**src/rsz_pkg.sv**
```systemverilog
// Shared types, constants and helpers for the bilinear resizer.
// Used by every module of the block but rsz_ram; depends on nothing.
package rsz_pkg;

   localparam int MAX_WIDTH   = 256;
   localparam int MAX_HEIGHT  = 256;

   localparam int XW          = $clog2(MAX_WIDTH);
   localparam int YW          = $clog2(MAX_HEIGHT);
   localparam int AXIS_W      = (XW > YW) ? XW : YW;
   localparam int FRAC_W      = 16;
   localparam int STEP_W      = FRAC_W + AXIS_W;
   localparam int CSR_W       = 9;
   localparam int PIX_W       = 8;
   localparam int COORD_W     = 8;
   localparam int WF_W        = 8;
   localparam int WT_W        = WF_W + 1;
   localparam int WT_ONE      = 256;

   localparam int BANK_AW     = (XW - 1) + (YW - 1);
   localparam int BANK_DEPTH  = (MAX_WIDTH / 2) * (MAX_HEIGHT / 2);
   localparam int BANKS       = 4;

   localparam int QUEUE_DEPTH = 4;
   localparam int QPTR_W      = $clog2(QUEUE_DEPTH);
   localparam int QCNT_W      = $clog2(QUEUE_DEPTH + 1);

   localparam int DIV_CNT_W   = $clog2(STEP_W);

   // size registers after reset, already clamped to the store
   localparam int RST_SRC_W   = (MAX_WIDTH  < 256) ? MAX_WIDTH  : 256;
   localparam int RST_SRC_H   = (MAX_HEIGHT < 256) ? MAX_HEIGHT : 256;
   localparam int RST_DST_W   = (MAX_WIDTH  < 32)  ? MAX_WIDTH  : 32;
   localparam int RST_DST_H   = (MAX_HEIGHT < 32)  ? MAX_HEIGHT : 32;
   localparam int RST_COL_STEP = (RST_DST_W <= 1) ? 0 :
                                 ((RST_SRC_W - 1) << FRAC_W) / (RST_DST_W - 1);
   localparam int RST_ROW_STEP = (RST_DST_H <= 1) ? 0 :
                                 ((RST_SRC_H - 1) << FRAC_W) / (RST_DST_H - 1);

   typedef enum logic {
      REQ_LOAD    = 1'b0,
      REQ_COMPUTE = 1'b1
   } req_kind_type;

   typedef enum logic [1:0] {
      CSR_SRC_WIDTH  = 2'd0,
      CSR_SRC_HEIGHT = 2'd1,
      CSR_DST_WIDTH  = 2'd2,
      CSR_DST_HEIGHT = 2'd3
   } csr_addr_type;

   typedef enum logic {
      DIV_IDLE = 1'b0,
      DIV_RUN  = 1'b1
   } div_state_type;

   typedef struct packed {
      req_kind_type         req_type;
      logic [COORD_W-1:0]   col;
      logic [COORD_W-1:0]   row;
      logic [PIX_W-1:0]     pixel_in;
   } req_payload_type;

   typedef struct packed {
      logic [PIX_W-1:0]     pixel_out;
      logic                 bad_request;
   } rsp_payload_type;

   typedef struct packed {
      logic [CSR_W-1:0]     src_width;
      logic [CSR_W-1:0]     src_height;
   } size_type;

   // one queued request, already classified by the front end
   typedef struct packed {
      req_kind_type         kind;
      logic                 bad;
      logic                 store_ok;
      logic [COORD_W-1:0]   col;
      logic [COORD_W-1:0]   row;
      logic [PIX_W-1:0]     pixel;
      logic [STEP_W-1:0]    pos_x;
      logic [STEP_W-1:0]    pos_y;
   } q_entry_type;

   // zero reads as one, anything above the store size as the store size
   function automatic logic [CSR_W-1:0] clamp_size(input logic [CSR_W-1:0] v,
                                                   input int maxv);
      logic [CSR_W-1:0] r;
      if (v == '0) begin
         r = CSR_W'(1);
      end else if (int'(v) > maxv) begin
         r = CSR_W'(maxv);
      end else begin
         r = v;
      end
      return r;
   endfunction

endpackage

```
**src/rsz_div.sv**
```systemverilog
// Shift-subtract divider for the 8.16 resize step, one quotient bit a cycle.
// Depends on rsz_pkg.
module rsz_div
   import rsz_pkg::*;
(
   input  logic              clock,
   input  logic              reset,
   input  logic              start,
   input  logic [STEP_W-1:0] num,
   input  logic [AXIS_W-1:0] den,
   output logic              busy,
   output logic              done,
   output logic [STEP_W-1:0] quo
);

   div_state_type         state_ff, state_in;
   logic [DIV_CNT_W-1:0]  cnt_ff, cnt_in;
   logic [AXIS_W-1:0]     rem_ff, rem_in;
   logic [AXIS_W-1:0]     den_ff, den_in;
   logic [STEP_W-1:0]     quo_ff, quo_in;
   logic                  zero_ff, zero_in;
   logic                  done_ff, done_in;
   logic [AXIS_W:0]       trial;
   logic                  fits;
   logic                  last;

   assign last  = (cnt_ff == DIV_CNT_W'(STEP_W - 1));
   assign trial = {rem_ff, quo_ff[STEP_W-1]};
   assign fits  = (trial >= {1'b0, den_ff});

   always_comb begin
      state_in = state_ff;
      unique case (state_ff)
         DIV_IDLE: if (start) begin
            state_in = DIV_RUN;
         end
         DIV_RUN: if (!start && last) begin
            state_in = DIV_IDLE;
         end
      endcase
   end

   always_comb begin
      busy = (state_ff == DIV_RUN);
      done = done_ff;
      quo  = zero_ff ? '0 : quo_ff;
   end

   always_comb begin
      cnt_in  = cnt_ff;
      rem_in  = rem_ff;
      den_in  = den_ff;
      quo_in  = quo_ff;
      zero_in = zero_ff;
      done_in = (state_ff == DIV_RUN) && last && !start;
      // a new start also restarts a division in progress
      if (start) begin
         cnt_in  = '0;
         rem_in  = '0;
         den_in  = den;
         quo_in  = num;
         // destination size of one: step is zero
         zero_in = (den == '0);
      end else if (state_ff == DIV_RUN) begin
         cnt_in = cnt_ff + 1'b1;
         rem_in = fits ? AXIS_W'(trial - {1'b0, den_ff}) : trial[AXIS_W-1:0];
         quo_in = {quo_ff[STEP_W-2:0], fits};
      end
   end

   always_ff @(posedge clock) begin
      if (reset) begin
         state_ff <= DIV_IDLE;
         cnt_ff   <= '0;
         done_ff  <= 1'b0;
         zero_ff  <= 1'b0;
      end else begin
         state_ff <= state_in;
         cnt_ff   <= cnt_in;
         done_ff  <= done_in;
         zero_ff  <= zero_in;
      end
   end

   always_ff @(posedge clock) begin
      rem_ff <= rem_in;
      den_ff <= den_in;
      quo_ff <= quo_in;
   end

endmodule

```
**src/rsz_front.sv**
```systemverilog
// Front end: size registers, step dividers, request intake and classification,
// source position multiply, and the request queue. Depends on rsz_pkg, rsz_div.
module rsz_front
   import rsz_pkg::*;
(
   input  logic            clock,
   input  logic            reset,
   input  logic            req_valid,
   output logic            req_ready,
   input  req_payload_type req_data,
   input  logic            csr_we,
   input  csr_addr_type    csr_addr,
   input  logic [CSR_W-1:0] csr_wdata,
   output logic            q_valid,
   output q_entry_type     q_entry,
   input  logic            q_pop,
   output size_type        sizes
);

   logic [CSR_W-1:0]   src_w_ff, src_w_in;
   logic [CSR_W-1:0]   src_h_ff, src_h_in;
   logic [CSR_W-1:0]   dst_w_ff, dst_w_in;
   logic [CSR_W-1:0]   dst_h_ff, dst_h_in;
   logic               start_ff, start_in;
   logic [STEP_W-1:0]  col_step_ff, col_step_in;
   logic [STEP_W-1:0]  row_step_ff, row_step_in;

   logic [STEP_W-1:0]  col_num, row_num, col_quo, row_quo;
   logic [AXIS_W-1:0]  col_den, row_den;
   logic               col_busy, row_busy, col_done, row_done;
   logic               cfg_hold;

   q_entry_type        q_ff [QUEUE_DEPTH];
   logic [QPTR_W-1:0]  wr_ptr_ff, wr_ptr_in;
   logic [QPTR_W-1:0]  rd_ptr_ff, rd_ptr_in;
   logic [QCNT_W-1:0]  cnt_ff, cnt_in;
   logic               push;
   q_entry_type        push_entry;
   logic [COORD_W+STEP_W-1:0] col_prod, row_prod;

   // size registers and step re-derivation
   always_comb begin
      src_w_in = src_w_ff;
      src_h_in = src_h_ff;
      dst_w_in = dst_w_ff;
      dst_h_in = dst_h_ff;
      if (csr_we) begin
         unique case (csr_addr)
            CSR_SRC_WIDTH:  src_w_in = clamp_size(csr_wdata, MAX_WIDTH);
            CSR_SRC_HEIGHT: src_h_in = clamp_size(csr_wdata, MAX_HEIGHT);
            CSR_DST_WIDTH:  dst_w_in = clamp_size(csr_wdata, MAX_WIDTH);
            CSR_DST_HEIGHT: dst_h_in = clamp_size(csr_wdata, MAX_HEIGHT);
         endcase
      end
      start_in    = csr_we;
      col_step_in = col_done ? col_quo : col_step_ff;
      row_step_in = row_done ? row_quo : row_step_ff;
   end

   always_ff @(posedge clock) begin
      if (reset) begin
         src_w_ff    <= CSR_W'(RST_SRC_W);
         src_h_ff    <= CSR_W'(RST_SRC_H);
         dst_w_ff    <= CSR_W'(RST_DST_W);
         dst_h_ff    <= CSR_W'(RST_DST_H);
         start_ff    <= 1'b0;
         col_step_ff <= STEP_W'(RST_COL_STEP);
         row_step_ff <= STEP_W'(RST_ROW_STEP);
      end else begin
         src_w_ff    <= src_w_in;
         src_h_ff    <= src_h_in;
         dst_w_ff    <= dst_w_in;
         dst_h_ff    <= dst_h_in;
         start_ff    <= start_in;
         col_step_ff <= col_step_in;
         row_step_ff <= row_step_in;
      end
   end

   // (src - 1) << 16 over (dst - 1)
   assign col_num = {AXIS_W'(src_w_ff - CSR_W'(1)), {FRAC_W{1'b0}}};
   assign row_num = {AXIS_W'(src_h_ff - CSR_W'(1)), {FRAC_W{1'b0}}};
   assign col_den = AXIS_W'(dst_w_ff - CSR_W'(1));
   assign row_den = AXIS_W'(dst_h_ff - CSR_W'(1));

   rsz_div u_col_div (
      .clock (clock),
      .reset (reset),
      .start (start_ff),
      .num   (col_num),
      .den   (col_den),
      .busy  (col_busy),
      .done  (col_done),
      .quo   (col_quo)
   );

   rsz_div u_row_div (
      .clock (clock),
      .reset (reset),
      .start (start_ff),
      .num   (row_num),
      .den   (row_den),
      .busy  (row_busy),
      .done  (row_done),
      .quo   (row_quo)
   );

   // no intake from a size write until both new steps are in place
   assign cfg_hold  = csr_we || start_ff || col_busy || row_busy || col_done || row_done;
   assign req_ready = !cfg_hold && (cnt_ff != QCNT_W'(QUEUE_DEPTH));
   assign push      = req_valid && req_ready;

   assign col_prod = {{STEP_W{1'b0}}, req_data.col} * {{COORD_W{1'b0}}, col_step_ff};
   assign row_prod = {{STEP_W{1'b0}}, req_data.row} * {{COORD_W{1'b0}}, row_step_ff};

   always_comb begin
      push_entry.kind     = req_data.req_type;
      push_entry.bad      = (CSR_W'(req_data.col) >= dst_w_ff) ||
                            (CSR_W'(req_data.row) >= dst_h_ff);
      push_entry.store_ok = (int'(req_data.col) < MAX_WIDTH) &&
                            (int'(req_data.row) < MAX_HEIGHT);
      push_entry.col      = req_data.col;
      push_entry.row      = req_data.row;
      push_entry.pixel    = req_data.pixel_in;
      push_entry.pos_x    = col_prod[STEP_W-1:0];
      push_entry.pos_y    = row_prod[STEP_W-1:0];
   end

   // request queue
   always_comb begin
      wr_ptr_in = push  ? wr_ptr_ff + 1'b1 : wr_ptr_ff;
      rd_ptr_in = q_pop ? rd_ptr_ff + 1'b1 : rd_ptr_ff;
      unique case ({push, q_pop})
         2'b10:   cnt_in = cnt_ff + 1'b1;
         2'b01:   cnt_in = cnt_ff - 1'b1;
         default: cnt_in = cnt_ff;
      endcase
   end

   always_ff @(posedge clock) begin
      if (reset) begin
         wr_ptr_ff <= '0;
         rd_ptr_ff <= '0;
         cnt_ff    <= '0;
      end else begin
         wr_ptr_ff <= wr_ptr_in;
         rd_ptr_ff <= rd_ptr_in;
         cnt_ff    <= cnt_in;
      end
   end

   always_ff @(posedge clock) begin
      if (push) begin
         q_ff[wr_ptr_ff] <= push_entry;
      end
   end

   assign q_valid          = (cnt_ff != '0);
   assign q_entry          = q_ff[rd_ptr_ff];
   assign sizes.src_width  = src_w_ff;
   assign sizes.src_height = src_h_ff;

endmodule

```
**config.mk**
```make
export PLATFORM = sky130hd
export DESIGN_NAME = rsz_front
export DESIGN_NICKNAME = d
export VERILOG_FILES = /design/src/rsz_pkg.sv /design/src/rsz_div.sv /design/src/rsz_front.sv
export SDC_FILE = /design/constraint.sdc
export NUM_CORES = 1
export LEC_CHECK = 0
export BUFFER_PORTS_ARGS = -buffer_cell sky130_fd_sc_hd__buf_2
export CORE_MARGIN = 3
export CORE_UTILIZATION = 66
export DETAILED_ROUTE_END_ITERATION = 8
export PLACE_DENSITY = 0.85
export SYNTH_ARGS = -nofsm -noshare
export SYNTH_HDL_FRONTEND = slang
export SYNTH_SLANG_ARGS = --single-unit
```
**constraint.sdc**
```tcl
create_clock -name clock -period 9.41 [get_ports clock]
set_input_delay 1.882 -clock clock [delete_from_list [all_inputs] [get_ports clock]]
set_output_delay 1.882 -clock clock [all_outputs]
set_load 0.05 [all_outputs]
```
==> flow_summary.json, run 1 <==
{
  "die_x_um": 214,
  "cts-root-buf": "clkbuf_16",
  "relSlewSlack_pct": 25.8,
  "dp.final_hpwl_mm": 42.1,
  "ir_drop_mv": 0.138,
  "synth_seq_cells": 486,
  "route.antenna.remaining_nets": 0,
  "hold_path.class": "flop to flop",
  "grt_max_degree": 98,
  "critPathArrivalTime_ps": 6750,
  "synthSimpleGateAreaFrac_pct": 12.6,
  "endpoint_kind": "flop",
  "cts_tree": "yes",
  "synth_xor_area_share_pct": 3.16,
  "nets": 2891,
  "r2r_start": "col_step_ff[3]$_SDFFE_PP1P_",
  "final_cells": 3138,
  "insertion_delay_ps": 600,
  "synth_edf_count": 328,
  "synthDistinctLibCells": 74,
  "cts_buffers": 49,
  "dp.cells": 3048,
  "status": "finished clean",
  "min_path_cells": 2,
  "use_met2_pct": 45.4,
  "hold_viol": 0,
  "clk_path_buf_depth": 3,
  "post_cts_resized": 0,
  "drive_gt1_share_pct": 12.4,
  "port_buffers": 134,
  "fin_crit_sh_pct": 67.8,
  "drv_slew": 0,
  "finalSetupTns_ps": 0,
  "overflow": 0,
  "cp_max_fo": 27,
  "remaining_drc_errors": 0,
  "ff2ff_path_depth": 17,
  "die_area_um2": 45900,
  "synthMuxAreaShare_pct": 7.23,
  "yosys_warnings": 0,
  "fin_crit_ps": 6380,
  "drt-pass1-iter-count": 5,
  "synth_top_family_by_area": "adder cells",
  "antenna_found_initial": 1,
  "synth_nets": 2789,
  "cts.sinks": 486,
  "place_congestion": 0.881,
  "wl_per_cell_um": 19.9,
  "max_cap_violations": 0,
  "start_util_pct": 67.6,
  "drtIter0Drc": 1432,
  "rr_endpoint": "q_ff[3][46]$_DFFE_PP_",
  "grt_pass1_wl_mm": 102,
  "critPathLaunchType": "input port",
  "synthArstFlopShare_pct": 0,
  "ff2ff_setup_slack_ps": 4250,
  "postCtsSetupRepairBufs": 0,
  "diodes": 0,
  "areaGrowthSynthToFinish_pct": 9.19,
  "die_h_um": 214,
  "syn_area_per_cell_um2": 11.8,
  "vias": 18511,
  "synth_compound_area_share_pct": 6.16,
  "gr-max-usage-layer": "met2",
  "met1_usage_pct": 38.0,
  "cellPowerDensity_nw_per_um2": 211,
  "io_pins": 136,
  "wl_mm": 62.6,
  "rsz0062_at_grt": "false",
  "coreArea_um2": 42300,
  "grt_pass1_vias": 19271,
  "htree_num_levels": 2,
  "worst-slew-pin-transition_ps": 1110,
  "grt_use_total_pct": 27.7,
  "syn_area_um2": 28600,
  "clkTransAtPathRegs_ps": 60,
  "cts_hold_buf": 0,
  "ys.flop_type": "edfxtp_1",
  "setup_violations": 0,
  "viasPerCell": 5.90,
  "seq_area_frac_synth_pct": 45.5,
  "holdPathEnd": "dst_w_ff[3]$_SDFFE_PP0P_",
  "synth_adder_area_share_pct": 20.1,
  "finClkSkew_ps": 32.2,
  "rows": 75,
  "required_ps": 9780,
  "critPathKind": "input port to flop",
  "p_leak_uw": 0.0124,
  "max_freq_mhz": 157,
  "hp-start": "dst_w_ff[3]$_SDFFE_PP0P_",
  "synthCells": 2420,
  "use_met3_pct": 5.21
}
==> flip-flops by register name, summed over array words and instances (netlist names), 8 cells and up, named ones only <==
name and count:
q_ff 296, src_w_ff 9, u_col_div.quo_ff 24, dst_h_ff 9, u_row_div.den_ff 8, col_step_ff 24, u_row_div.rem_ff 8, u_row_div.quo_ff 24
row_step_ff 24, u_col_div.rem_ff 8, u_col_div.den_ff 8, src_h_ff 9, dst_w_ff 9
==> worst max-delay path: stages <==
cell and delay (ps):
buf_2 400, nand2_1 150, fa_1 520, fa_1 550, inv_1 50, fa_1 470
inv_1 50, fa_1 470, inv_1 40, ha_1 320, o21ai_0 110, a21oi_1 180
o311ai_1 180, a311oi_1 450, nor3_1 130, o41ai_1 350, a21oi_1 130, xnor2_1 300
==> layout make-up <==
class | count | area (um^2)
clock buffer | 67 | 1370
timing repair buffer | 145 | 753
sequential | 486 | 13000
clock inverter | 23 | 120
tap | 577 | 722
fill | 2708 | 11100
inverter | 299 | 1120
multi-input combinational | 1541 | 14100
==> cells by family after synthesis <==
kind of cell	after synthesis
compound gates	261
xor+xnor	103
fa+ha+maj	328
buf+inv	393
flops	486
mux	114
other cells	1
simple gates	734
==> Yosys cell counts (all sizes together), types with 3 or more instances <==
cell type | number | area, um^2
edfxtp | 328 | 9850
inv | 297 | 1110
and2 | 233 | 1460
nand2 | 231 | 867
fa | 219 | 4380
dfxtp | 158 | 3160
nor2 | 156 | 586
ha | 109 | 1360
a21oi | 86 | 434
xnor2 | 78 | 683
clkbuf | 77 | 289
mux4 | 74 | 1670
o21ai | 52 | 272
mux2i | 40 | 400
xor2 | 25 | 219
nor3 | 24 | 120
a22oi | 20 | 150
a21o | 18 | 135
buf | 17 | 75.1
nor2b | 15 | 101
nand3 | 14 | 70.1
a221o | 11 | 110
a211oi | 10 | 75.1
nand4 | 10 | 62.6
o21a | 10 | 75.1
and3 | 8 | 50.1
nand2b | 8 | 50.1
nor4 | 7 | 43.8
or3 | 7 | 43.8
nand3b | 6 | 45.0
o41ai | 6 | 86.3
or2 | 6 | 37.5
o211ai | 5 | 37.5
o21bai | 5 | 37.5
o22ai | 4 | 37.5
o311a | 4 | 40.0
a211o | 3 | 26.3
nor3b | 3 | 22.5
o311ai | 3 | 26.3
o31a | 3 | 27.5
==> worst max-delay path by stage <==
stage                       startpoint                    end  slack (ps)
after global placement    req_data[18]  q_ff[0][46]$_DFFE_PP_        2670
after floorplan           req_data[12]  q_ff[0][23]$_DFFE_PP_        3010
final                     req_data[18]  q_ff[3][46]$_DFFE_PP_        3030
after CTS                 req_data[18]  q_ff[3][46]$_DFFE_PP_        3140
after detailed placement  req_data[18]  q_ff[1][46]$_DFFE_PP_        2520
after global routing      req_data[18]  q_ff[3][46]$_DFFE_PP_        2770
==> layer usage <==
layer  wire, um  part of all wire (%)  up-vias
met2      30100                    48      718
met5         13                 0.021        -
met4       2070                   3.3        2
met3       4380                   7.0      137
met1      26000                    42     9299
li1           -                     -     8355
==> power breakdown <==
group	switching (uW)	internal, uW	leakage, uW
Clock	799	1020	0.000728
Combinational	1330	755	0.00739
Sequential	53.7	2640	0.00426
Total	2190	4410	0.0124
==> layout by cell type, fill, tap and decap left out, types with 18 or more instances in the layout <==
cell type / synthesis / layout
o21ai_0: 44 / 44
clkbuf_16: 0 / 52
and2_1: 233 / 233
a21o_1: 18 / 18
inv_1: 296 / 296
nor3_1: 24 / 24
nor2_1: 156 / 156
a22oi_1: 20 / 20
dfxtp_1: 158 / 155
buf_2: 6 / 134
a21oi_1: 85 / 85
xor2_1: 25 / 25
fa_1: 219 / 219
nand2_1: 231 / 231
ha_1: 109 / 109
mux2i_1: 40 / 40
xnor2_1: 78 / 78
mux4_2: 74 / 74
edfxtp_1: 328 / 328
==> through the flow <==
| step | hold WS [ps] | total power (uW) | worst slack [ps] | area [um^2] | utilization [%] |
|---|---|---|---|---|---|
| floorplan | 433 | 4270 | 3010 | 28600 | - |
| global placement | 447 | 4670 | 2670 | 29700 | 70.2 |
| detailed placement | 450 | 4780 | 2520 | 29700 | 70.2 |
| CTS | 458 | 6610 | 3140 | 31200 | 73.8 |
| global route | 494 | 6930 | 2770 | 31200 | 73.8 |
| finish | 457 | 6590 | 3030 | 31200 | 73.8 |
(Power assumes the default switching activity.)
==> run 2: changes to the inputs <==
- ABC_AREA: not set -> 1
- CORE_UTILIZATION: 66 -> 63
- PLACE_DENSITY: 0.85 -> 0.81
- clock period: 9.41 -> 6.5 ns (I/O delays scaled with it)
==> run 2 against run 1 <==
Non-clock buffer count grew 5. Critical path type unchanged. Largest cell class unchanged. Wire length grew 7.0%. Clock power increased by 54%. Flip-flop and latch count unchanged. Register-to-register slack got worse by 2200 ps.
==> flow_summary.json, run 2 <==
{
  "p_clk_share_pct": 28.0,
  "drtIter0Drc": 2069,
  "grt_pass1_wl_mm": 110,
  "relSlewSlack_pct": 27.8,
  "grt_use_total_pct": 26.9,
  "rows": 79,
  "synth_area_leaders": "edfxtp_1 33%, fa_1 15%, dfxtp_1 10%",
  "vias": 22671,
  "drt-pass1-iter-count": 7,
  "synth_nets": 3793,
  "largest_register_ff_count": 296,
  "cts_hold_buf": 0,
  "synth_seq_cells": 486,
  "hp-start": "u_col_div.rem_ff[7]$_SDFFE_PP0P_",
  "status": "finished clean",
  "overflow": 0,
  "areaGrowthSynthToFinish_pct": 8.46,
  "most-common-layout-cells": "756 x nand2_1, 698 x inv_1, 328 x edfxtp_1, 240 x nor2_1, 239 x o21ai_0",
  "crit_top_cell": "fa_1",
  "ys.flop_type": "edfxtp_1",
  "rr_endpoint": "q_ff[2][12]$_DFFE_PP_",
  "setup_violations": 0,
  "critPathLaunchType": "input port",
  "synthCells": 3424,
  "synth_xor_area_share_pct": 1.54,
  "power.share.sequential_pct": 39.0,
  "post_cts_resized": 0,
  "drive_gt1_share_pct": 7.77,
  "largest-register": "q_ff",
  "synth_adder_area_share_pct": 19.1,
  "critPathArrivalTime_ps": 5510,
  "nets": 3844,
  "die_x_um": 225,
  "endpoint_kind": "flop",
  "insertion_delay_ps": 590,
  "finClkSkew_ps": 29.8,
  "comb_power_share_pct": 33.0,
  "postCtsSetupRepairBufs": 0,
  "syn_area_um2": 30200,
  "coreArea_um2": 47000,
  "required_ps": 6870,
  "route.antenna.remaining_nets": 0,
  "cp_max_fo": 28,
  "synth.most_common_cell": "nand2_1",
  "synthArstFlopShare_pct": 0,
  "wl_per_cell_um": 16.2,
  "total_power_uw": 10000,
  "place_congestion": 0.926,
  "drv_slew": 0,
  "synthSimpleGateAreaFrac_pct": 15.6,
  "cts.sinks": 486,
  "synth_top_area_cell": "edfxtp_1",
  "grt_pass1_vias": 22012,
  "max_cap_violations": 0,
  "synthDistinctLibCells": 51,
  "hold_path.class": "flop to flop",
  "critPathSlowestCell": "fa_1",
  "grt_max_degree": 92,
  "ff2ff_setup_slack_ps": 2030,
  "die_h_um": 225,
  "worst-slew-pin-transition_ps": 1080,
  "cts-root-buf": "clkbuf_16",
  "start_util_pct": 64.3,
  "seq_area_frac_synth_pct": 43.1,
  "min_path_cells": 2,
  "synth_top_family_by_area": "adder cells",
  "antenna_found_initial": 3,
  "yosysTopAreaCellShare_pct": 32.7,
  "max_freq_mhz": 194,
  "cp_cell_sequence": "buf_2 > nand2_1 > fa_1 > fa_1 > inv_1 > fa_1 > inv_1 > fa_1 > inv_1 > ha_1 > a21oi_1 > nor2_1 > nor2_1 > nand2_1 > a21oi_1 > xnor2_1",
  "cts_tree": "yes",
  "cts_buffers": 49,
  "critical_path_buf_inv_count": 4,
  "p_leak_uw": 0.0156,
  "mostFrequentLayoutCell": "nand2_1",
  "internal_power_uw": 6460,
  "holdPathEnd": "u_col_div.rem_ff[7]$_SDFFE_PP0P_",
  "ff2ff_path_depth": 15,
  "die_area_um2": 50500,
  "synth_compound_area_share_pct": 9.66,
  "synthMuxAreaShare_pct": 0,
  "finalSetupTns_ps": 0,
  "htree_num_levels": 2,
  "ir_drop_mv": 0.212,
  "clk_path_buf_depth": 3,
  "synth_common_cells": "756 x nand2_1, 699 x inv_1, 328 x edfxtp_1",
  "hold_viol": 0,
  "yosys_warnings": 0,
  "cellPowerDensity_nw_per_um2": 306,
  "p_sw_share_pct": 35.5,
  "io_pins": 136,
  "path_delay_family": "adder cells",
  "switchingPower_uw": 3550,
  "wl_mm": 67.0,
  "port_buffers": 134,
  "rsz0062_at_grt": "false",
  "hold_ws_ps": 451,
  "dp.final_hpwl_mm": 45.8,
  "viasPerCell": 5.50,
  "fin_crit_ps": 5150,
  "clkTransAtPathRegs_ps": 60,
  "r2r_start": "row_step_ff[0]$_SDFFE_PP0P_",
  "cpPeakStageDelay_ps": 540,
  "remaining_drc_errors": 0,
  "syn_area_per_cell_um2": 8.81,
  "critPathKind": "input port to flop",
  "fin_crit_sh_pct": 79.2,
  "synth_edf_count": 328
}
==> run 2: cell types whose count changed after synthesis, moves of 74 or more <==
cell / change
o22ai_1: +105
inv_1: +403
nor2_1: +88
o21ai_0: +195
and2_1: -230
nand2_1: +525
mux4_2: -74
==> run 2: power by group through the flow <==
stage	Combinational, uW	Clock, uW	Sequential (uW)
final	3300	2810	3900
after detailed placement	3250	0	3960
after floorplan	2430	0	3950
after CTS	3260	2850	3900
after global placement	3170	0	3960
after global routing	3710	2970	3910
==> run 2: cells by family (layout without fill, tap and decap cells) <==
kind of cell | count (synthesis) | count (layout)
AOI/OAI and AO/OA | 535 | 535
xor gates and xnor gates | 53 | 53
and+or+nand+nor | 1161 | 1161
other | 1 | 2
DFF | 486 | 486
adders and majority gates | 328 | 328
buffers and inverters | 860 | 949
==> run 2: per-stage QoR <==
step	area, um^2	instances	setup slack (ps)	util, %
after floorplan	30200	3424	628	-
after global placement	31100	4031	890	66.2
after detailed placement	31100	4031	798	66.2
after CTS	32700	4120	1420	69.7
after global routing	32700	4120	999	69.7
final	32700	4121	1350	69.7
==> run 2: cell type report <==
| cell class | instances | area [um^2] |
|---|---|---|
| clock inverters | 26 | 228 |
| inverters | 710 | 2670 |
| flip-flops and latches | 486 | 13000 |
| multi-input cells | 2078 | 13900 |
| well taps | 607 | 759 |
| diodes | 1 | 2.50 |
| clock buffers | 63 | 1380 |
| repair buffers | 150 | 791 |
| fillers | 3521 | 14200 |
==> run 2: how the worst max path moves through the flow <==
stage,from,endpoint,slack [ps],cells past startpoint
final,req_data[10],q_ff[2][12]$_DFFE_PP_,1350,16
after floorplan,csr_we,q_ff[0][0]$_DFFE_PP_,630,5
after global placement,req_data[18],q_ff[1][36]$_DFFE_PP_,890,17
after global routing,req_data[10],q_ff[0][23]$_DFFE_PP_,1000,20
after CTS,req_data[10],q_ff[1][12]$_DFFE_PP_,1420,16
after detailed placement,req_data[10],q_ff[0][12]$_DFFE_PP_,800,16
==> run 2: worst min-delay path: stages, from the launching register on <==
cell and delay, ps:
dfxtp_1 310, nand2_1 60, nand2_1 40
==> run 2: layer usage <==
layer | vias to the layer above | share of wire [%] | GRT usage, %
li1 | 10906 | - | -
met1 | 10803 | 43 | 36.8
met2 | 822 | 47 | 44.8
met3 | 136 | 7.6 | 4.31
met4 | 4 | 2.7 | 8.22
met5 | - | 0.040 | 0
